$ cat src/rtl/core/gcvg_pkg.sv
package gcvg_pkg;

  localparam int EDGE_ID_BITS = 20;
  localparam int FRAC_BITS    = 16;
  localparam int SLOT_COUNT   = 3;

  // field widths fixed by the item layout
  localparam int ID_FIELD_W = 20;
  localparam int VAL_W      = 32;

  // id bits that take part in the slot compare
  localparam int KEY_W  = (EDGE_ID_BITS < ID_FIELD_W) ? EDGE_ID_BITS : ID_FIELD_W;
  localparam int SLOT_W = $clog2(SLOT_COUNT);
  localparam int PTR_W  = $clog2(SLOT_COUNT + 1);

  // scaled magnitude is clamped to 2^CAP_EXP
  localparam int CAP_EXP = 34;
  localparam int QUO_W   = CAP_EXP + 1;
  localparam int PROD_W  = 2 * VAL_W;
  localparam int NUM_W   = PROD_W + FRAC_BITS;
  localparam int S_W     = PROD_W;
  localparam int CNT_W   = $clog2(QUO_W + 1);
  localparam int SUM_W   = QUO_W + 2;
  localparam int TERMS   = 4;
  localparam int TERM_W  = $clog2(TERMS);

  localparam logic CMD_LOAD    = 1'b0;
  localparam logic CMD_COMPUTE = 1'b1;

  typedef struct packed {
    logic                  command;
    logic [ID_FIELD_W-1:0] edge_id;
    logic [VAL_W-1:0]      offset_x;
    logic [VAL_W-1:0]      offset_y;
    logic [VAL_W-1:0]      inner_dvx_dx;
    logic [VAL_W-1:0]      inner_dvx_dy;
    logic [VAL_W-1:0]      inner_dvy_dx;
    logic [VAL_W-1:0]      inner_dvy_dy;
    logic [VAL_W-1:0]      inner_vel_x;
    logic [VAL_W-1:0]      inner_vel_y;
    logic [VAL_W-1:0]      ghost_vel_x;
    logic [VAL_W-1:0]      ghost_vel_y;
  } req_item_t;

  typedef struct packed {
    logic [VAL_W-1:0] ghost_dvx_dx;
    logic [VAL_W-1:0] ghost_dvx_dy;
    logic [VAL_W-1:0] ghost_dvy_dx;
    logic [VAL_W-1:0] ghost_dvy_dy;
    logic             edge_missing;
  } res_item_t;

endpackage

$ cat src/rtl/core/gcvg_req_if.sv
interface gcvg_req_if import gcvg_pkg::*; ();
  logic      valid;
  logic      ready;
  req_item_t data;

  modport source (output valid, output data, input ready);
  modport sink (input valid, input data, output ready);
endinterface

$ cat src/rtl/core/gcvg_res_if.sv
interface gcvg_res_if import gcvg_pkg::*; ();
  logic      valid;
  logic      ready;
  res_item_t data;

  modport source (output valid, output data, input ready);
  modport sink (input valid, input data, output ready);
endinterface

$ cat src/rtl/core/ghost_cell_velocity_gradient_top.sv
// Channel   Dir  Interface     Item
// request   in   gcvg_req_if   load edge slot / compute ghost gradient
// result    out  gcvg_res_if   four ghost gradient terms and edge_missing
//
// A load item leaves request ready; the block stays idle.
// A compute item raises result.valid after the squared length, then per term a multiply,
// an overflow check and 35 quotient bits from the shared divider. An overflowing term
// skips the divide, a zero offset ends at the first multiply, no match goes to output.
// Request is not ready from a compute item's acceptance until its result is taken.
// rst is synchronous, active high; it empties the slots and stops any work.
module ghost_cell_velocity_gradient_top import gcvg_pkg::*; (
  input logic        clk,
  input logic        rst,
  gcvg_req_if.sink   request,
  gcvg_res_if.source result
);

  typedef enum logic [8:0] {
    ST_IDLE     = 9'b000000001,
    ST_SQ_X     = 9'b000000010,
    ST_SQ_Y     = 9'b000000100,
    ST_SUM_S    = 9'b000001000,
    ST_TERM_MUL = 9'b000010000,
    ST_TERM_CHK = 9'b000100000,
    ST_DIV      = 9'b001000000,
    ST_TERM_FIN = 9'b010000000,
    ST_OUT      = 9'b100000000
  } state_t;

  localparam logic [QUO_W-1:0] MAG_CAP = QUO_W'(1) << CAP_EXP;
  localparam logic signed [SUM_W-1:0] SAT_HI =
    {{(SUM_W - VAL_W + 1){1'b0}}, {(VAL_W - 1){1'b1}}};
  localparam logic signed [SUM_W-1:0] SAT_LO =
    {{(SUM_W - VAL_W + 1){1'b1}}, {(VAL_W - 1){1'b0}}};

  function automatic logic [VAL_W-1:0] abs_val(input logic [VAL_W-1:0] v);
    abs_val = v[VAL_W-1] ? (~v + VAL_W'(1)) : v;
  endfunction

  state_t state;

  // edge slots
  logic [KEY_W-1:0]      slot_id [SLOT_COUNT];
  logic [VAL_W-1:0]      slot_ox [SLOT_COUNT];
  logic [VAL_W-1:0]      slot_oy [SLOT_COUNT];
  logic [SLOT_COUNT-1:0] slot_valid;
  logic [PTR_W-1:0]      load_pointer;

  // working registers
  logic [VAL_W-1:0]  ax_mag, ay_mag, dvx_mag, dvy_mag;
  logic              ax_neg, ay_neg, dvx_neg, dvy_neg;
  logic [VAL_W-1:0]  grad [TERMS];
  logic [VAL_W-1:0]  inner_vx, inner_vy, ghost_vx, ghost_vy;
  logic [PROD_W-1:0] prod;
  logic [S_W-1:0]    s;
  logic [S_W-1:0]    rem;
  logic [QUO_W-1:0]  nq;
  logic              cap_hit;
  logic [CNT_W-1:0]  cnt;
  logic [TERM_W-1:0] term;
  logic [VAL_W-1:0]  gterm [TERMS];
  logic              missing;

  // slot lookup
  logic [KEY_W-1:0]      key;
  logic [SLOT_COUNT-1:0] match;
  logic                  hit_any;
  logic [SLOT_W-1:0]     hit_idx;

  assign key = request.data.edge_id[KEY_W-1:0];

  always_comb begin
    hit_any = 1'b0;
    hit_idx = '0;
    for (int k = 0; k < SLOT_COUNT; k++) begin
      match[k] = slot_valid[k] && (slot_id[k] == key);
    end
    // lowest matching slot wins
    for (int k = SLOT_COUNT - 1; k >= 0; k--) begin
      if (match[k]) begin
        hit_any = 1'b1;
        hit_idx = SLOT_W'(k);
      end
    end
  end

  // velocity differences
  logic signed [VAL_W:0] dvx, dvy;
  assign dvx = $signed({ghost_vx[VAL_W-1], ghost_vx}) - $signed({inner_vx[VAL_W-1], inner_vx});
  assign dvy = $signed({ghost_vy[VAL_W-1], ghost_vy}) - $signed({inner_vy[VAL_W-1], inner_vy});

  // shared multiplier
  logic [VAL_W-1:0]  mul_a, mul_b;
  logic [PROD_W-1:0] mul_out;

  always_comb begin
    case (state)
      ST_SQ_X: begin
        mul_a = ax_mag;
        mul_b = ax_mag;
      end
      ST_SQ_Y: begin
        mul_a = ay_mag;
        mul_b = ay_mag;
      end
      default: begin
        mul_a = term[0] ? ay_mag : ax_mag;
        mul_b = term[1] ? dvy_mag : dvx_mag;
      end
    endcase
  end

  assign mul_out = PROD_W'(mul_a) * PROD_W'(mul_b);

  // divider step and overflow check
  logic [NUM_W-1:0]   num;
  logic [S_W-1:0]     num_hi;
  logic [S_W:0]       trial;
  logic               qbit;
  assign num    = {prod, {FRAC_BITS{1'b0}}};
  assign num_hi = S_W'(num[NUM_W-1:QUO_W]);
  assign trial  = {rem, nq[QUO_W-1]};
  assign qbit   = (trial >= {1'b0, s});

  // signed term, inner gradient subtracted, saturated
  logic [QUO_W-1:0]        mag;
  logic                    term_neg;
  logic signed [SUM_W-1:0] val_s, grad_s, diff;
  logic [VAL_W-1:0]        sat;

  always_comb begin
    mag      = (cap_hit || (nq > MAG_CAP)) ? MAG_CAP : nq;
    term_neg = (term[0] ? ay_neg : ax_neg) ^ (term[1] ? dvy_neg : dvx_neg);
    val_s    = term_neg ? -$signed({2'b00, mag}) : $signed({2'b00, mag});
    grad_s   = $signed({{(SUM_W - VAL_W){grad[term][VAL_W-1]}}, grad[term]});
    diff     = val_s - grad_s;
    if (diff > SAT_HI) begin
      sat = SAT_HI[VAL_W-1:0];
    end else if (diff < SAT_LO) begin
      sat = SAT_LO[VAL_W-1:0];
    end else begin
      sat = diff[VAL_W-1:0];
    end
  end

  // control
  always_ff @(posedge clk) begin
    if (rst) begin
      state        <= ST_IDLE;
      slot_valid   <= '0;
      load_pointer <= '0;
    end else begin
      case (state)
        ST_IDLE: begin
          if (request.valid) begin
            if (request.data.command == CMD_LOAD) begin
              // drop loads once all slots are full
              if (load_pointer < PTR_W'(SLOT_COUNT)) begin
                slot_valid[load_pointer[SLOT_W-1:0]] <= 1'b1;
                load_pointer <= load_pointer + PTR_W'(1);
              end
            end else begin
              slot_valid   <= '0;
              load_pointer <= '0;
              state        <= hit_any ? ST_SQ_X : ST_OUT;
            end
          end
        end
        ST_SQ_X:     state <= ST_SQ_Y;
        ST_SQ_Y:     state <= ST_SUM_S;
        ST_SUM_S:    state <= ST_TERM_MUL;
        ST_TERM_MUL: state <= (s == '0) ? ST_OUT : ST_TERM_CHK;
        ST_TERM_CHK: state <= (num_hi >= s) ? ST_TERM_FIN : ST_DIV;
        ST_DIV: begin
          if (cnt == CNT_W'(1)) begin
            state <= ST_TERM_FIN;
          end
        end
        ST_TERM_FIN: state <= (term == TERM_W'(TERMS - 1)) ? ST_OUT : ST_TERM_MUL;
        ST_OUT: begin
          if (result.ready) begin
            state <= ST_IDLE;
          end
        end
        default: state <= ST_IDLE;
      endcase
    end
  end

  // datapath
  always_ff @(posedge clk) begin
    case (state)
      ST_IDLE: begin
        if (request.valid) begin
          if (request.data.command == CMD_LOAD) begin
            if (load_pointer < PTR_W'(SLOT_COUNT)) begin
              slot_id[load_pointer[SLOT_W-1:0]] <= key;
              slot_ox[load_pointer[SLOT_W-1:0]] <= request.data.offset_x;
              slot_oy[load_pointer[SLOT_W-1:0]] <= request.data.offset_y;
            end
          end else begin
            ax_mag   <= abs_val(slot_ox[hit_idx]);
            ay_mag   <= abs_val(slot_oy[hit_idx]);
            ax_neg   <= slot_ox[hit_idx][VAL_W-1];
            ay_neg   <= slot_oy[hit_idx][VAL_W-1];
            grad[0]  <= request.data.inner_dvx_dx;
            grad[1]  <= request.data.inner_dvx_dy;
            grad[2]  <= request.data.inner_dvy_dx;
            grad[3]  <= request.data.inner_dvy_dy;
            inner_vx <= request.data.inner_vel_x;
            inner_vy <= request.data.inner_vel_y;
            ghost_vx <= request.data.ghost_vel_x;
            ghost_vy <= request.data.ghost_vel_y;
            term     <= '0;
            missing  <= !hit_any;
            for (int t = 0; t < TERMS; t++) begin
              gterm[t] <= '0;
            end
          end
        end
      end
      ST_SQ_X: begin
        prod    <= mul_out;
        dvx_neg <= dvx[VAL_W];
        dvy_neg <= dvy[VAL_W];
        dvx_mag <= dvx[VAL_W] ? VAL_W'(-dvx) : VAL_W'(dvx);
        dvy_mag <= dvy[VAL_W] ? VAL_W'(-dvy) : VAL_W'(dvy);
      end
      ST_SQ_Y: begin
        prod <= mul_out;
        s    <= prod;
      end
      ST_SUM_S: begin
        s <= s + prod;
      end
      ST_TERM_MUL: begin
        prod <= mul_out;
        if (s == '0) begin
          missing <= 1'b1;
        end
      end
      ST_TERM_CHK: begin
        // quotient at or above 2^QUO_W: clamp without dividing
        cap_hit <= (num_hi >= s);
        rem     <= num_hi;
        nq      <= num[QUO_W-1:0];
        cnt     <= CNT_W'(QUO_W);
      end
      ST_DIV: begin
        // shift numerator bits out of nq, quotient bits in
        rem <= qbit ? S_W'(trial - {1'b0, s}) : S_W'(trial);
        nq  <= {nq[QUO_W-2:0], qbit};
        cnt <= cnt - CNT_W'(1);
      end
      ST_TERM_FIN: begin
        gterm[term] <= sat;
        term        <= term + TERM_W'(1);
      end
      default: begin
      end
    endcase
  end

  assign request.ready              = (state == ST_IDLE);
  assign result.valid               = (state == ST_OUT);
  assign result.data.ghost_dvx_dx   = gterm[0];
  assign result.data.ghost_dvx_dy   = gterm[1];
  assign result.data.ghost_dvy_dx   = gterm[2];
  assign result.data.ghost_dvy_dy   = gterm[3];
  assign result.data.edge_missing   = missing;

endmodule

$ cat src/flat_wrapper.sv
// flat-port wrapper written by rule: the top's interface ports become plain ports
module ghost_cell_velocity_gradient_top_flat import gcvg_pkg::*;
  (clk, rst, request_valid, request_data, request_ready, result_valid, result_data, result_ready);
  gcvg_req_if request_i ();
  gcvg_res_if result_i ();
  input logic clk;
  input logic rst;
  input wire logic [$bits(request_i.valid)-1:0] request_valid;
  input wire logic [$bits(request_i.data)-1:0] request_data;
  output wire logic [$bits(request_i.ready)-1:0] request_ready;
  output wire logic [$bits(result_i.valid)-1:0] result_valid;
  output wire logic [$bits(result_i.data)-1:0] result_data;
  input wire logic [$bits(result_i.ready)-1:0] result_ready;
  assign request_i.valid = request_valid;
  assign request_i.data = request_data;
  assign request_ready = request_i.ready;
  assign result_valid = result_i.valid;
  assign result_data = result_i.data;
  assign result_i.ready = result_ready;
  ghost_cell_velocity_gradient_top u_core (.clk(clk), .rst(rst), .request(request_i), .result(result_i));
endmodule
$ cat config.mk
export PLATFORM = sky130hd
export DESIGN_NAME = ghost_cell_velocity_gradient_top_flat
export DESIGN_NICKNAME = d
export VERILOG_FILES = /design/src/rtl/core/gcvg_pkg.sv /design/src/rtl/core/gcvg_req_if.sv /design/src/rtl/core/gcvg_res_if.sv /design/src/rtl/core/ghost_cell_velocity_gradient_top.sv /design/src/flat_wrapper.sv
export SDC_FILE = /design/constraint.sdc
export NUM_CORES = 2
export LEC_CHECK = 0
export ABC_CLOCK_PERIOD_IN_PS = 12300
export BUFFER_PORTS_ARGS = -buffer_cell sky130_fd_sc_hd__buf_2
export CAP_MARGIN = 20
export CORE_MARGIN = 3
export CORE_UTILIZATION = 57
export DETAILED_ROUTE_END_ITERATION = 7
export GPL_ROUTABILITY_DRIVEN = 0
export PLACE_DENSITY = 0.75
export SETUP_SLACK_MARGIN = 0.4
export SYNTH_ARGS = -nofsm -noshare
export SYNTH_HDL_FRONTEND = slang
export SYNTH_SLANG_ARGS = --single-unit
$ cat constraint.sdc
create_clock -name clk -period 12.3 [get_ports clk]
set_clock_uncertainty 0.1 [all_clocks]
set_input_delay 1.23 -clock clk [delete_from_list [all_inputs] [get_ports clk]]
set_output_delay 1.23 -clock clk [all_outputs]
set_load 0.05 [all_outputs]
After elaboration in Yosys (flattened, before gate mapping)
Memories as Yosys holds them, arrays and structs flattened. A register that Yosys moved wholly into a read port is not among the register bits.
Index checks and enable logic that the tools add are counted.
- output and inout bits: 131
- memories kept: 5
- input bits: 345
- register bits: 511
- word-level logic and storage cells: 156
- bits in writable memories: 508
- muxes and demuxes: 62
- $lt $le $gt $ge: 8
- bitwise logic cells: 4
- $add $sub $neg: 13
- reductions and logical operators: 19
- $mul: 1
- equality and inequality tests: 19
- memory list (name ; words ; width ; rd ports ; clocked after memory_dff ; wr ports ; line ; text):
    u_core.grad ; 4 ; 32 ; 1 ; 1 ; 4 ; ghost_cell_velocity_gradient_top.sv:52 ; logic [VAL_W-1:0] grad [TERMS];
    u_core.gterm ; 4 ; 32 ; 4 ; 0 ; 4 ; ghost_cell_velocity_gradient_top.sv:61 ; logic [VAL_W-1:0] gterm [TERMS];
    u_core.slot_ox ; 3 ; 32 ; 1 ; 0 ; 1 ; ghost_cell_velocity_gradient_top.sv:44 ; logic [VAL_W-1:0] slot_ox [SLOT_COUNT];
    u_core.slot_oy ; 3 ; 32 ; 1 ; 0 ; 1 ; ghost_cell_velocity_gradient_top.sv:45 ; logic [VAL_W-1:0] slot_oy [SLOT_COUNT];
    u_core.slot_id ; 3 ; 20 ; 3 ; 0 ; 1 ; ghost_cell_velocity_gradient_top.sv:43 ; logic [KEY_W-1:0] slot_id [SLOT_COUNT];
- operators by type and width (operator ; number):
    $pmux 64 s2 ; 2
    $mux 32 ; 7
    $pmux 32 s2 ; 2
    $pmux 9 s9 ; 1
    $pmux 35 s2 ; 1
    $sub 32x32->33 ; 2
    $ge 65x64->1 ; 1
    $add 32x1->32 const B ; 2
    $add 64x64->64 ; 1
    $ge 45x64->1 ; 1
    $logic_not 64->1 ; 1
    $mul 32x32->64 ; 1
    $mux 64 ; 1
    $neg 32->32 ; 2
    $not 32->32 ; 2
    $sub 64x64->64 ; 1
    $mux 9 ; 7
    $mux 31 ; 2
    $eq 20x20->1 ; 3
    $gt 37x32->1 const B ; 1
    $lt 37x32->1 const B ; 1
    $mux 37 ; 1
    $neg 35->37 ; 1
    $sub 37x32->37 ; 1
    other kinds (38) ; 81

Logic depth before layout (Yosys ltp)
- depth in word-level cells: 10
- mapped depth: 39

Worst setup path before layout
OpenSTA, ideal clock, no wires.
- path kind: reg-to-reg
- start point: reg u_core.state[0]
- end point: reg u_core.prod[49], data pin
- stages on the path, launching flop included: 34
- slack: 403 ps
- clock period less this slack: 11897 ps
- data arrival time: 11537 ps
- path buffers: 3
- path through: dfxtp_1 > nor3_1 > nand2_1 > nor4_1 > clkbuf_1 > clkbuf_1 > a221oi_1 > clkbuf_1 > nor2_1 > fa_1 > inv_1 > fa_1 > fa_1 > fa_1 > inv_1 > fa_1 > inv_1 > fa_1 > inv_1 > fa_1 > fa_1 > ha_1 > a21oi_1 > o21ai_0 > o21ai_0 > o21bai_1 > a221o_1 > a311oi_1 > o21ai_1 > a21oi_1 > o21ai_1 > a311o_1 > a221oi_2 > xnor2_1
- word-level cells in the longest chain between the ends: 3
- elaborated cells between the ends (all ways): 5
- RTL lines (item ; line ; text):
    start, declared ; ghost_cell_velocity_gradient_top.sv:40 ; state_t state;
    start signal, assigned ; ghost_cell_velocity_gradient_top.sv:165 ; state <= hit_any ? ST_SQ_X : ST_OUT;
    start signal, assigned ; ghost_cell_velocity_gradient_top.sv:172 ; ST_TERM_MUL: state <= (s == '0) ? ST_OUT : ST_TERM_CHK;
    start signal, assigned ; ghost_cell_velocity_gradient_top.sv:173 ; ST_TERM_CHK: state <= (num_hi >= s) ? ST_TERM_FIN : ST_DIV;
    $eq 9x3->1 or $eq 9x2->1 (tied branches) ; ghost_cell_velocity_gradient_top.sv:97 ; case (state)
    $pmux 32 s2 ; ghost_cell_velocity_gradient_top.sv:97 ;
    $mul 32x32->64 * ; ghost_cell_velocity_gradient_top.sv:113 ; assign mul_out = PROD_W'(mul_a) * PROD_W'(mul_b);
    named net u_core.mul_out[49] ; ghost_cell_velocity_gradient_top.sv:94 ; logic [PROD_W-1:0] mul_out;
    end signal, assigned ; ghost_cell_velocity_gradient_top.sv:223 ; prod <= mul_out;
    end signal, assigned ; ghost_cell_velocity_gradient_top.sv:230 ; prod <= mul_out;
    end signal, assigned ; ghost_cell_velocity_gradient_top.sv:237 ; prod <= mul_out;
    end, declared ; ghost_cell_velocity_gradient_top.sv:54 ; logic [PROD_W-1:0] prod;
The timed path passes the listed nets; every way through them passes the cells marked *.
A chain may end at the register's enable or synchronous reset.

Worst setup path after layout
- start point: reg u_core.state[0]
- end point: reg u_core.prod[63], data pin
Same word-level chain as after synthesis.

==> results.md <==
* Remaining routing DRC violations at 0
* Core ar. at approximately 150000 µm²
* Final worst-path cycle share at 93.4%
* Number of vias per cell at between 6 and 7
* Syn. warnings at 0
* Die height at 400 µm
* Worst slew margin at 20.4%
* Critical Path Stages at 34
* Worst Reg-to-Reg Cells at 34
* Yosys top cell area share at about 34%
* Initial DRC count at 7246
* Critical path startpoint category: register
* Slowest stage delay, CP at a little under 800 ps
* Post-Synthesis Cells at between 8k and 9k
* Row cnt at 143
* Post_cts resized at 0
* RSZ-0062 raised after global routing: no
* FMAX at 87.1 MHz
* WL final at approximately 260000 µm
* Largest net degree at the start of global routing at 114
* Clock Tree Root: clkbuf_16
* CP most frequent cell: fa_1
* Worst r2r dst: u_core.prod[63]$_DFFE_PP_
* Setup CP Type: reg2reg
* Fillers at 12.0k
* Max-cap violations at 0
* Initial Util at between 50 and 60%
* Worst-path clk slew at roughly 60 ps
* Tot GR Track Use at 32.8%
* Synth async-reset ratio at 0%
* Synth top cells by count: inv_1, edfxtp_1, fa_1
* WP data required at 12690 ps
* Reg2reg setup slack at 810 ps
* Syn Area/Cell at 10.2 µm²
* Setup violators final at 0
* Hold Fails Final Rpt at 0
* DIE AREA at 160000 µm²
* Critical-path top delay cell: or2_2
* Worst-case clock buffer depth at 3
* Max-slew violation count at 0
* Initial antenna violation count at 14
* Sequential area share after synthesis at 34.5%
* Cell Area, Synth at 88400 µm²
* Tightest Hold Check Type: reg2reg
* Drt wl/cell at 23.6 µm
* Layout cells sized above 1 at about 11%
* DRT antenna net count at 0
* Critical path endpoint category: register
* Clock latency on the worst-skew pair at 770 ps
* Worst Hold Path Cells at 2
* IO Pins at between 400 and 500
* Area delta synth->final at 9.73%
* Worst Hold Endpoint: u_core.slot_valid[2]$_SDFFE_PP0P_
* #FFs+latches synth at 1021
* Die W at 400 µm
* Vias in the first global route at 69.1k
* Yosys top cell by area: edfxtp_1
* Worst EP arrival at ~12000 ps
* Max H-tree Level at 3
* Via Count at 68.5k
* Clock sink count at 1021
* Worst Hold Launch: u_core.slot_valid[2]$_SDFFE_PP0P_
* Critical path peak fanout at 31
* DR pass1 iterations at 8
* Critical R2R Launch: u_core.state[0]$_SDFFE_PP1P_
* Post-synth EDFFs at 1005
* CP top delay family: adder cells
* Hold Worst Slack at 458 ps
* # hold bufs at CTS at 0
* Post-route minimum period at 11490 ps
* Tightest Pin Transition at 1190 ps
* Setup tns final at 0 ps
* Inserted Clock Buffers at 106
* Worst path buffer plus inverter count at 5
* Most instantiated library cell after synthesis: inv_1
* CTS tree: built
* Detailed Place HPWL at 207000 µm
* Ranking of synthesized cells by area: edfxtp_1, fa_1, ha_1
* Synth cell types at 117
* Most used flip-flop cell after synthesis: edfxtp_1
* Status: finished clean
* First-pass GRT wire length at 400000 µm
* Port bufs at 475
* Final layout net count at 10.8k
* Synthesized net count at 10.5k
* Total gr overflow at 0
* Setup Fix Bufs, Post-CTS at 0
==> area by class of cell <==
cell class	count	area (µm²)	share of cell area, %
antenna	10	25.0	0.0258
clock buffer	126	2750	2.83
clock inverter	72	810	0.834
inverter	1145	4310	4.44
multi-input combinational	6125	52400	54.0
sequential	1021	30500	31.4
tap	2030	2540	2.62
timing repair buffer	636	3700	3.82
==> through the flow <==
step	cells	cell area [µm²]	worst slack (ps)	util [%]
finish	11200	97000	815	63.4
global route	11200	97000	437	63.4
CTS	11100	96900	1090	63.3
detailed placement	11000	93300	1140	61.0
global placement	10900	93300	1300	61.0
floorplan	8673	88400	403	-
==> worst max-delay path by stage <==
| stage | from | endpoint |
|---|---|---|
| detailed placement | u_core.state[5]$_SDFFE_PP0P_ | u_core.prod[63]$_DFFE_PP_ |
| floorplan | u_core.state[0]$_SDFFE_PP1P_ | u_core.prod[49]$_DFFE_PP_ |
| global placement | u_core.state[5]$_SDFFE_PP0P_ | u_core.prod[49]$_DFFE_PP_ |
| global route | u_core.state[5]$_SDFFE_PP0P_ | u_core.prod[49]$_DFFE_PP_ |
| finish | u_core.state[0]$_SDFFE_PP1P_ | u_core.prod[63]$_DFFE_PP_ |
| CTS | u_core.state[5]$_SDFFE_PP0P_ | u_core.prod[63]$_DFFE_PP_ |
==> tightest hold or removal path, delay by kind of cell, from the launching register on <==
family,cells,cell delay (ps)
flops,1,330
simple gates,1,50
compound gates,1,130
==> logic make-up after synthesis <==
logic type / after synthesis / synth area share [%]
AOI/OAI and AO/OA: 1621 / 11.7
xor gates and xnor gates: 455 / 4.52
adders and majority gates: 1448 / 28.1
buffers and inverters: 1527 / 6.63
DFF: 1021 / 34.5
muxes: 163 / 2.36
and+or+nand+nor: 2438 / 12.2
==> layer usage <==
metal  vias up  routed length, µm  global-route usage (%)
li1      30100                  -                       -
met1     33300              97000                    41.0
met2      4059             119000                    50.8
met3       968              29500                    9.50
met4        14              18200                    18.7
met5         -                289                    1.45
==> registers in the layout (all words and copies together), names as in the netlist, 6 cells and up, named ones only <==
register         count
u_core.nq           35
u_core.gterm       128
u_core.slot_oy      96
u_core.ghost_vx     32
u_core.ay_mag       32
u_core.ghost_vy     32
u_core.dvx_mag      32
u_core.grad        128
u_core.ax_mag       32
u_core.prod         64
u_core.rem          64
u_core.slot_ox      96
u_core.state         9
u_core.inner_vx     32
u_core.slot_id      60
u_core.cnt           6
u_core.s            64
u_core.dvy_mag      32
u_core.inner_vy     32
==> placed cells by master, fill, tap and decap left out, types with 37 or more instances in the layout <==
cell type  synthesis  routed
inv_1           1144    1143
edfxtp_1        1005    1005
fa_1             901     901
nor2_1           900     899
nand2_1          900     899
ha_1             547     547
a21oi_1          535     535
buf_2             40     476
o21ai_0          313     310
xnor2_1          284     283
a21o_1           205     204
xor2_1           170     170
buf_4              5     152
nand3_1          106     106
clkbuf_16          0     106
nand4_1           96      96
a31oi_1           77      76
nor3_1            70      70
mux2i_1           87      70
a22oi_1           61      61
and2_1            63      59
nand2b_1          50      49
o21a_1            48      48
mux2_2            44      44
o21bai_1          44      44
or2_2             38      37
a211oi_1          37      37
and3_1            37      37
nor2b_1           37      37
Power is left out: the tool's default activity adds up to more than one toggle a clock period on the data nets, which glitch-free logic cannot reach.
